$ cat config.mk
export PLATFORM = sky130hd
export DESIGN_NAME = unsorted_priority_queue_unit
export DESIGN_NICKNAME = d
export VERILOG_FILES = /design/src/hw/rtl/upq_pkg.sv /design/src/hw/rtl/upq_ctrl.sv /design/src/hw/rtl/upq_datapath.sv /design/src/hw/rtl/unsorted_priority_queue_unit.sv
export SDC_FILE = /design/constraint.sdc
export NUM_CORES = 2
export LEC_CHECK = 0
export ABC_AREA = 1
export ABC_CLOCK_PERIOD_IN_PS = 9300
export BUFFER_PORTS_ARGS = -buffer_cell sky130_fd_sc_hd__buf_2
export CAP_MARGIN = 5
export CORE_MARGIN = 5
export CORE_UTILIZATION = 40
export DETAILED_ROUTE_END_ITERATION = 6
export HOLD_SLACK_MARGIN = 0.03
export PLACE_DENSITY = 0.58
export SLEW_MARGIN = 20
export SYNTH_ARGS = -nofsm -noshare
export SYNTH_HDL_FRONTEND = slang
export SYNTH_SLANG_ARGS = --single-unit
$ cat constraint.sdc
create_clock -name clk -period 9.3 [get_ports clk]
set_input_delay 0.93 -clock clk [delete_from_list [all_inputs] [get_ports clk]]
set_output_delay 0.93 -clock clk [all_outputs]
set_load 0.005 [all_outputs]
$ cat src/hw/rtl/upq_pkg.sv
// ----------------------------------------------------------------------------
// upq_pkg
// Shared sizes, command and status codes, and the controller command struct
// of the unsorted priority queue unit.
// ----------------------------------------------------------------------------
package upq_pkg;

  localparam int DEPTH      = 16;
  localparam int IDX_W      = (DEPTH > 1) ? $clog2(DEPTH) : 1;
  localparam int CNT_W      = $clog2(DEPTH + 1);
  localparam int LEAVES     = 1 << IDX_W;

  localparam int VAL_W      = 32;
  localparam int PRIO_W     = 8;
  localparam int CMD_W      = 2;
  localparam int STAT_W     = 2;
  localparam int OUT_CNT_W  = 5;

  localparam int IN_DATA_W  = 40;
  localparam int OUT_DATA_W = 48;

  // Remove-smallest is every code that is neither insert nor remove-largest.
  localparam logic [CMD_W-1:0] CMD_INSERT        = 2'd0;
  localparam logic [CMD_W-1:0] CMD_REM_MAX       = 2'd2;
  localparam logic [CMD_W-1:0] CMD_REM_MAX_ALIAS = 2'd3;

  typedef enum logic [STAT_W-1:0] {
    ST_INSERTED = 2'd0,
    ST_OVERFLOW = 2'd1,
    ST_REMOVED  = 2'd2,
    ST_EMPTY    = 2'd3
  } status_t;

  typedef struct packed {
    logic load;    // capture the accepted command
    logic search;  // register the winner of the compare tree
    logic commit;  // update the array and load the result register
  } dp_cmd_t;

endpackage

$ cat src/hw/rtl/upq_ctrl.sv
// ----------------------------------------------------------------------------
// upq_ctrl
// Command sequencer: accept, search, commit, and the result valid flag.
// ----------------------------------------------------------------------------
module upq_ctrl
  import upq_pkg::*;
(
  input  logic    clk,
  input  logic    rst_n,
  input  logic    in_tvalid,
  output logic    in_tready,
  output logic    out_tvalid,
  input  logic    out_tready,
  output dp_cmd_t dp_cmd
);

  typedef enum logic [1:0] {
    S_IDLE,
    S_SEARCH,
    S_COMMIT
  } state_t;

  state_t state_r, state_nxt;
  logic   out_valid_r, out_valid_nxt;
  logic   commit_ok;

  assign in_tready  = (state_r == S_IDLE);
  assign out_tvalid = out_valid_r;
  // Commit only when the result register is free or drains this cycle.
  assign commit_ok  = (state_r == S_COMMIT) && (!out_valid_r || out_tready);

  assign dp_cmd.load   = in_tvalid && in_tready;
  assign dp_cmd.search = (state_r == S_SEARCH);
  assign dp_cmd.commit = commit_ok;

  always_comb begin
    state_nxt = state_r;
    case (state_r)
      S_IDLE:   if (in_tvalid) state_nxt = S_SEARCH;
      S_SEARCH: state_nxt = S_COMMIT;
      S_COMMIT: if (commit_ok) state_nxt = S_IDLE;
      default:  state_nxt = S_IDLE;
    endcase

    out_valid_nxt = out_valid_r;
    if (commit_ok) begin
      out_valid_nxt = 1'b1;
    end else if (out_tready) begin
      out_valid_nxt = 1'b0;
    end
  end

  always_ff @(posedge clk) begin
    if (!rst_n) begin
      state_r     <= S_IDLE;
      out_valid_r <= 1'b0;
    end else begin
      state_r     <= state_nxt;
      out_valid_r <= out_valid_nxt;
    end
  end

endmodule

$ cat src/hw/rtl/upq_datapath.sv
// ----------------------------------------------------------------------------
// upq_datapath
// Entry array, fill count, registered compare tree and result register.
// ----------------------------------------------------------------------------
module upq_datapath
  import upq_pkg::*;
(
  input  logic                 clk,
  input  logic                 rst_n,
  input  dp_cmd_t              dp_cmd,
  input  logic [CMD_W-1:0]     in_cmd,
  input  logic [VAL_W-1:0]     in_value,
  input  logic [PRIO_W-1:0]    in_prio,
  output status_t              res_status,
  output logic [VAL_W-1:0]     res_value,
  output logic [PRIO_W-1:0]    res_prio,
  output logic [OUT_CNT_W-1:0] res_count
);

  logic [VAL_W-1:0]  val_r  [DEPTH];
  logic [PRIO_W-1:0] prio_r [DEPTH];
  logic [CNT_W-1:0]  count_r;

  logic [CMD_W-1:0]  cmd_r;
  logic [VAL_W-1:0]  in_val_r;
  logic [PRIO_W-1:0] in_prio_r;

  logic [IDX_W-1:0]  win_idx_r;
  logic [VAL_W-1:0]  win_val_r;
  logic [PRIO_W-1:0] win_prio_r;

  status_t              status_r;
  logic [VAL_W-1:0]     rval_r;
  logic [PRIO_W-1:0]    rprio_r;
  logic [OUT_CNT_W-1:0] rcount_r;

  // Tree nodes in heap order: node 1 is the root, leaves start at LEAVES.
  logic              nd_vld  [2*LEAVES];
  logic [PRIO_W-1:0] nd_prio [2*LEAVES];
  logic [VAL_W-1:0]  nd_val  [2*LEAVES];
  logic [IDX_W-1:0]  nd_idx  [2*LEAVES];

  logic want_max;
  logic full;
  logic empty;
  logic is_insert;

  assign is_insert = (cmd_r == CMD_INSERT);
  assign want_max  = (cmd_r == CMD_REM_MAX) || (cmd_r == CMD_REM_MAX_ALIAS);
  assign full      = (count_r == CNT_W'(DEPTH));
  assign empty     = (count_r == '0);

  always_comb begin
    logic take_hi;
    take_hi    = 1'b0;
    nd_vld[0]  = 1'b0;
    nd_prio[0] = '0;
    nd_val[0]  = '0;
    nd_idx[0]  = '0;
    for (int i = 0; i < LEAVES; i++) begin
      nd_vld[LEAVES+i]  = (i < DEPTH) && (i < int'(count_r));
      nd_prio[LEAVES+i] = prio_r[(i < DEPTH) ? i : 0];
      nd_val[LEAVES+i]  = val_r[(i < DEPTH) ? i : 0];
      nd_idx[LEAVES+i]  = IDX_W'(i);
    end
    // Left child is the older entry; it wins ties.
    for (int n = LEAVES - 1; n >= 1; n--) begin
      take_hi = nd_vld[2*n+1] &&
                (!nd_vld[2*n] ||
                 (want_max ? (nd_prio[2*n+1] > nd_prio[2*n])
                           : (nd_prio[2*n+1] < nd_prio[2*n])));
      nd_vld[n]  = nd_vld[2*n] || nd_vld[2*n+1];
      nd_prio[n] = take_hi ? nd_prio[2*n+1] : nd_prio[2*n];
      nd_val[n]  = take_hi ? nd_val[2*n+1]  : nd_val[2*n];
      nd_idx[n]  = take_hi ? nd_idx[2*n+1]  : nd_idx[2*n];
    end
  end

  always_ff @(posedge clk) begin
    if (dp_cmd.load) begin
      cmd_r     <= in_cmd;
      in_val_r  <= in_value;
      in_prio_r <= in_prio;
    end
    if (dp_cmd.search) begin
      win_idx_r  <= nd_idx[1];
      win_val_r  <= nd_val[1];
      win_prio_r <= nd_prio[1];
    end
    if (dp_cmd.commit) begin
      if (is_insert) begin
        if (!full) begin
          val_r[count_r[IDX_W-1:0]]  <= in_val_r;
          prio_r[count_r[IDX_W-1:0]] <= in_prio_r;
        end
      end else if (!empty) begin
        // Close the gap: younger entries move down one slot.
        for (int i = 0; i < DEPTH - 1; i++) begin
          if (i >= int'(win_idx_r)) begin
            val_r[i]  <= val_r[i+1];
            prio_r[i] <= prio_r[i+1];
          end
        end
      end
    end
  end

  always_ff @(posedge clk) begin
    if (dp_cmd.commit) begin
      rval_r  <= '0;
      rprio_r <= '0;
      if (is_insert) begin
        status_r <= full ? ST_OVERFLOW : ST_INSERTED;
        rcount_r <= full ? OUT_CNT_W'(count_r) : OUT_CNT_W'(count_r + 1'b1);
      end else if (empty) begin
        status_r <= ST_EMPTY;
        rcount_r <= '0;
      end else begin
        status_r <= ST_REMOVED;
        rval_r   <= win_val_r;
        rprio_r  <= win_prio_r;
        rcount_r <= OUT_CNT_W'(count_r - 1'b1);
      end
    end
  end

  always_ff @(posedge clk) begin
    if (!rst_n) begin
      count_r <= '0;
    end else if (dp_cmd.commit) begin
      if (is_insert) begin
        if (!full) count_r <= count_r + 1'b1;
      end else if (!empty) begin
        count_r <= count_r - 1'b1;
      end
    end
  end

  assign res_status = status_r;
  assign res_value  = rval_r;
  assign res_prio   = rprio_r;
  assign res_count  = rcount_r;

endmodule

$ cat src/hw/rtl/unsorted_priority_queue_unit.sv
// ----------------------------------------------------------------------------
// unsorted_priority_queue_unit
// Fixed-depth priority queue held as an unsorted array in arrival order.
// ----------------------------------------------------------------------------
// Usage:
//   The in_ channel carries one command per transaction: tuser is the command
//   (insert, remove smallest priority, remove largest priority), tdata holds
//   the value and priority to insert. The out_ channel returns exactly one
//   result per command: tuser is the status, tdata the removed value and
//   priority (zero when nothing is removed) and the entry count afterwards.
//   Among equal priorities the oldest entry is removed; younger entries keep
//   their order.
//   Steps: a command is captured, the registered compare tree searches all
//   slots, then the array shifts and the result register loads. A new
//   command is taken only after the last one has committed; its result is
//   valid from that commit on.
//   Reset empties the queue; no clearing pass is needed.
//   When the receiver stalls, the result holds in its register and the block
//   still takes one more command; it then waits before commit until the held
//   result is taken.
// ----------------------------------------------------------------------------
module unsorted_priority_queue_unit
  import upq_pkg::*;
(
  input  logic                  clk,
  input  logic                  rst_n,
  input  logic                  in_tvalid,
  output logic                  in_tready,
  input  logic [IN_DATA_W-1:0]  in_tdata,   // [31:0] value, [39:32] prio
  input  logic [CMD_W-1:0]      in_tuser,   // [1:0] cmd
  output logic                  out_tvalid,
  input  logic                  out_tready,
  output logic [OUT_DATA_W-1:0] out_tdata,  // [31:0] removed_value,
                                            // [39:32] removed_prio,
                                            // [44:40] count, [47:45] zero
  output logic [STAT_W-1:0]     out_tuser   // [1:0] status
);

  dp_cmd_t              dp_cmd;
  status_t              res_status;
  logic [VAL_W-1:0]     res_value;
  logic [PRIO_W-1:0]    res_prio;
  logic [OUT_CNT_W-1:0] res_count;

  upq_ctrl u_ctrl (
    .clk        (clk),
    .rst_n      (rst_n),
    .in_tvalid  (in_tvalid),
    .in_tready  (in_tready),
    .out_tvalid (out_tvalid),
    .out_tready (out_tready),
    .dp_cmd     (dp_cmd)
  );

  upq_datapath u_datapath (
    .clk        (clk),
    .rst_n      (rst_n),
    .dp_cmd     (dp_cmd),
    .in_cmd     (in_tuser),
    .in_value   (in_tdata[VAL_W-1:0]),
    .in_prio    (in_tdata[VAL_W+PRIO_W-1:VAL_W]),
    .res_status (res_status),
    .res_value  (res_value),
    .res_prio   (res_prio),
    .res_count  (res_count)
  );

  assign out_tuser = res_status;
  assign out_tdata = {{(OUT_DATA_W - VAL_W - PRIO_W - OUT_CNT_W){1'b0}},
                      res_count, res_prio, res_value};

endmodule

==> results.sh <==
export IMPL_status="completed"
export IMPL_start_util_pct=40.3
export IMPL_p_switching_uw=1990
export IMPL_drive_gt1_share_pct=8.33
export IMPL_clkPwrFrac_pct=43.9
export IMPL_rows=117
export IMPL_p_total_uw=8160
export IMPL_crit_buf_inv=4
export IMPL_cts_htree_levels=3
export IMPL_core_area_sq_um=102000
export IMPL_grt_pass1_vias=29800
export IMPL_cts_tree="yes"
export IMPL_clockRootBuffer="clkbuf_16"
export IMPL_viasPerCell=5.41
export IMPL_worstPathRequired_ns=9.72
export IMPL_maxCapViolations=0
export IMPL_synth_area_sq_um=41100
export IMPL_slew_headroom_pct=29.5
export IMPL_drcViolationCount=0
export IMPL_grt_total_usage_pct=23.7
export IMPL_clk_latency_ns=0.67
export IMPL_cpMostUsedCell="nand2_1"
export IMPL_ys_flop_type="edfxtp_1"
export IMPL_seq_area_sq_um=23400
export IMPL_ir_drop_mv=0.135
export IMPL_wl_per_cell_um=22.0
export IMPL_async_reset_ff_share_pct=0
export IMPL_area_delta_synth_final_pct=12.1
export IMPL_arrival_ns=8.58
export IMPL_mostFrequentLayoutCells="1197 x nand2_1, 896 x o21ai_0, 773 x edfxtp_1"
export IMPL_clk_pin_slew_worst_paths_ns=0.06
export IMPL_antenna_left=0
export IMPL_ys_ff_latch=781
export IMPL_final_core_util_pct=45.2
export IMPL_critPathLaunchType="flip-flop"
export IMPL_pwr_share_comb_pct=7.3
export IMPL_grt_pass1_wl_um=193000
export IMPL_setup_viol=0
export IMPL_p_int_uw=6160
export IMPL_powerDensity_nw_per_um2=177
export IMPL_ios=98
export IMPL_rsz0062_at_grt="false"
export IMPL_grt_max_degree=82
export IMPL_post_route_min_period_ns=8.16
export IMPL_cts_max_path_buffers=3
export IMPL_post_cts_buffers=0
export IMPL_dieArea_sq_um=109000
export IMPL_synth_avg_cell_area_sq_um=9.01
export IMPL_nets=4697
export IMPL_synth_warnings=0
export IMPL_critPathKind="reg -> reg"
export IMPL_multi_input_area_sq_um=14900
export IMPL_final_hold_viol_count=0
export IMPL_max_stage_delay_ns=0.70
export IMPL_ctsResizeCount=0
export IMPL_cts_sinks=781
export IMPL_mostFrequentLayoutCell="nand2_1"
export IMPL_drt_wl_total_um=132000
export IMPL_crit_path_end_kind="flip-flop"
export IMPL_finalWeightedCongestion=0.892
export IMPL_p_leak_uw=0.0190
export IMPL_overflow=0
export IMPL_holdBufCountCts=0
export IMPL_hp_class="in -> reg"
export IMPL_synth_edf_count=773
export IMPL_max_freq_mhz=123
export IMPL_ys_seq_area_share_pct=56.9
export IMPL_io_buffers=94
export IMPL_antenna_found_initial=0
export IMPL_cts_made_buffers=92
export IMPL_vias=32400
export IMPL_worst_pin_slew_ns=1.06
export IMPL_chipHeight_um=330
export IMPL_drt_pre_antenna_iters=6
export IMPL_drv_slew=0
export IMPL_post_route_period_util_pct=87.7
export IMPL_pwr_share_seq_pct=48.8
export IMPL_slowest_stage="nand2_2"
export IMPL_drt_iter0_markers=4002
export IMPL_setup_tns_ns=0
export IMPL_fill_cells=9730
export IMPL_dp_hpwl_um=84600
export IMPL_netlist_instances=4559
export IMPL_skew_ns=0.0175
export IMPL_cp_max_fo=43
export IMPL_die_w_um=330
export IMPL_cpLargestDelayFamily="simple AND/OR/NAND/NOR gates"
export IMPL_synth_cell_types=44
export IMPL_netSwitchingFraction_pct=24.4
==> layer usage <==
layer  up-vias  wire (um)  track usage (%)
met3       177      14200             5.50
li1      15500          -                -
met1     15200      59000             35.0
met2      1474      55300             35.2
met4         0       3020             6.27
met5         -          0                0
==> state kept, by name (all words and copies together) (netlist names), 8 cells and up <==
| name | count |
|---|---|
| u_datapath.win_prio_r | 8 |
| u_datapath.in_val_r | 32 |
| u_datapath.val_r | 512 |
| u_datapath.res_prio | 8 |
| u_datapath.win_val_r | 32 |
| u_datapath.prio_r | 128 |
| u_datapath.res_value | 32 |
| u_datapath.in_prio_r | 8 |
==> path summary, 6_finish.rpt <==
path / startpoint / end / slack (ns) / depth (start not counted)
worst max register to register: u_datapath.count_r[4] / u_datapath.win_val_r[19] / 1.14 / 39
worst min-delay path: in_tdata[7] / u_datapath.in_val_r[7] / 0.43 / 1
worst min register to register: u_ctrl.state_r[1] / u_ctrl.state_r[0] / 0.50 / 1
worst max-delay path: u_datapath.count_r[4] / u_datapath.win_val_r[19] / 1.14 / 39
==> power groups by stage <==
stage | registers [uW] | clock network (uW) | logic (uW)
3_5_place_dp | 4050 | 0 | 586
2_1_floorplan | 4020 | 0 | 381
6_report | 3980 | 3580 | 597
5_1_grt | 3980 | 3800 | 663
3_3_place_gp | 4050 | 0 | 577
4_1_cts | 3970 | 3650 | 589
==> cell type report <==
class / instances / area share (%)
Sequential cell: 781 / 50.8
Tap cell: 1368 / 3.72
Antenna cell: 4 / 0.0217
Multi-Input combinational cell: 2953 / 32.3
Clock inverter: 62 / 1.23
Clock buffer: 106 / 5.16
Timing Repair Buffer: 184 / 2.49
Inverter: 522 / 4.26
==> kinds of logic after synthesis <==
logic type               after synthesis  synth area share (%)
multiplexers                           2                0.0487
AO/OA/AOI/OAI                       1205                  15.7
XOR/XNOR                               3                0.0640
flip-flops                           781                  56.9
adder cells (fa/ha/maj)              117                  3.56
other                                  1               0.00913
AND/OR/NAND/NOR                     1623                  16.0
buffers and inverters                827                  7.75
==> cells in the mapped netlist (all sizes together), types with 3 or more instances <==
| library cell | count | share of area, % |
|---|---|---|
| o211ai | 126 | 2.3 |
| nor3 | 3 | 0.037 |
| nand4 | 56 | 0.85 |
| o31ai | 4 | 0.073 |
| edfxtp | 773 | 56 |
| nand2 | 1209 | 11 |
| a211oi | 8 | 0.15 |
| a21o | 3 | 0.055 |
| o21ai | 917 | 11 |
| inv | 519 | 4.7 |
| o21a | 6 | 0.11 |
| a21oi | 128 | 1.6 |
| o21bai | 5 | 0.091 |
| ha | 117 | 3.6 |
| clkinv | 3 | 0.027 |
| clkbuf | 249 | 2.3 |
| nand3 | 181 | 2.3 |
| a31oi | 7 | 0.11 |
| nor2 | 163 | 1.5 |
| and2 | 8 | 0.12 |
| buf | 56 | 0.69 |
| dfxtp | 8 | 0.39 |
==> stage by stage <==
step	cell area (sq um)	std cells	setup WS (ns)	hold WS (ns)
6_report	46000	5980	1.14	0.434
3_3_place_gp	43100	5808	1.33	0.485
3_5_place_dp	43100	5808	1.28	0.500
5_1_grt	46000	5976	0.444	0.398
2_1_floorplan	41100	4561	2.56	0.424
4_1_cts	46000	5976	1.23	0.388
Power figures use the tool's default switching activity.
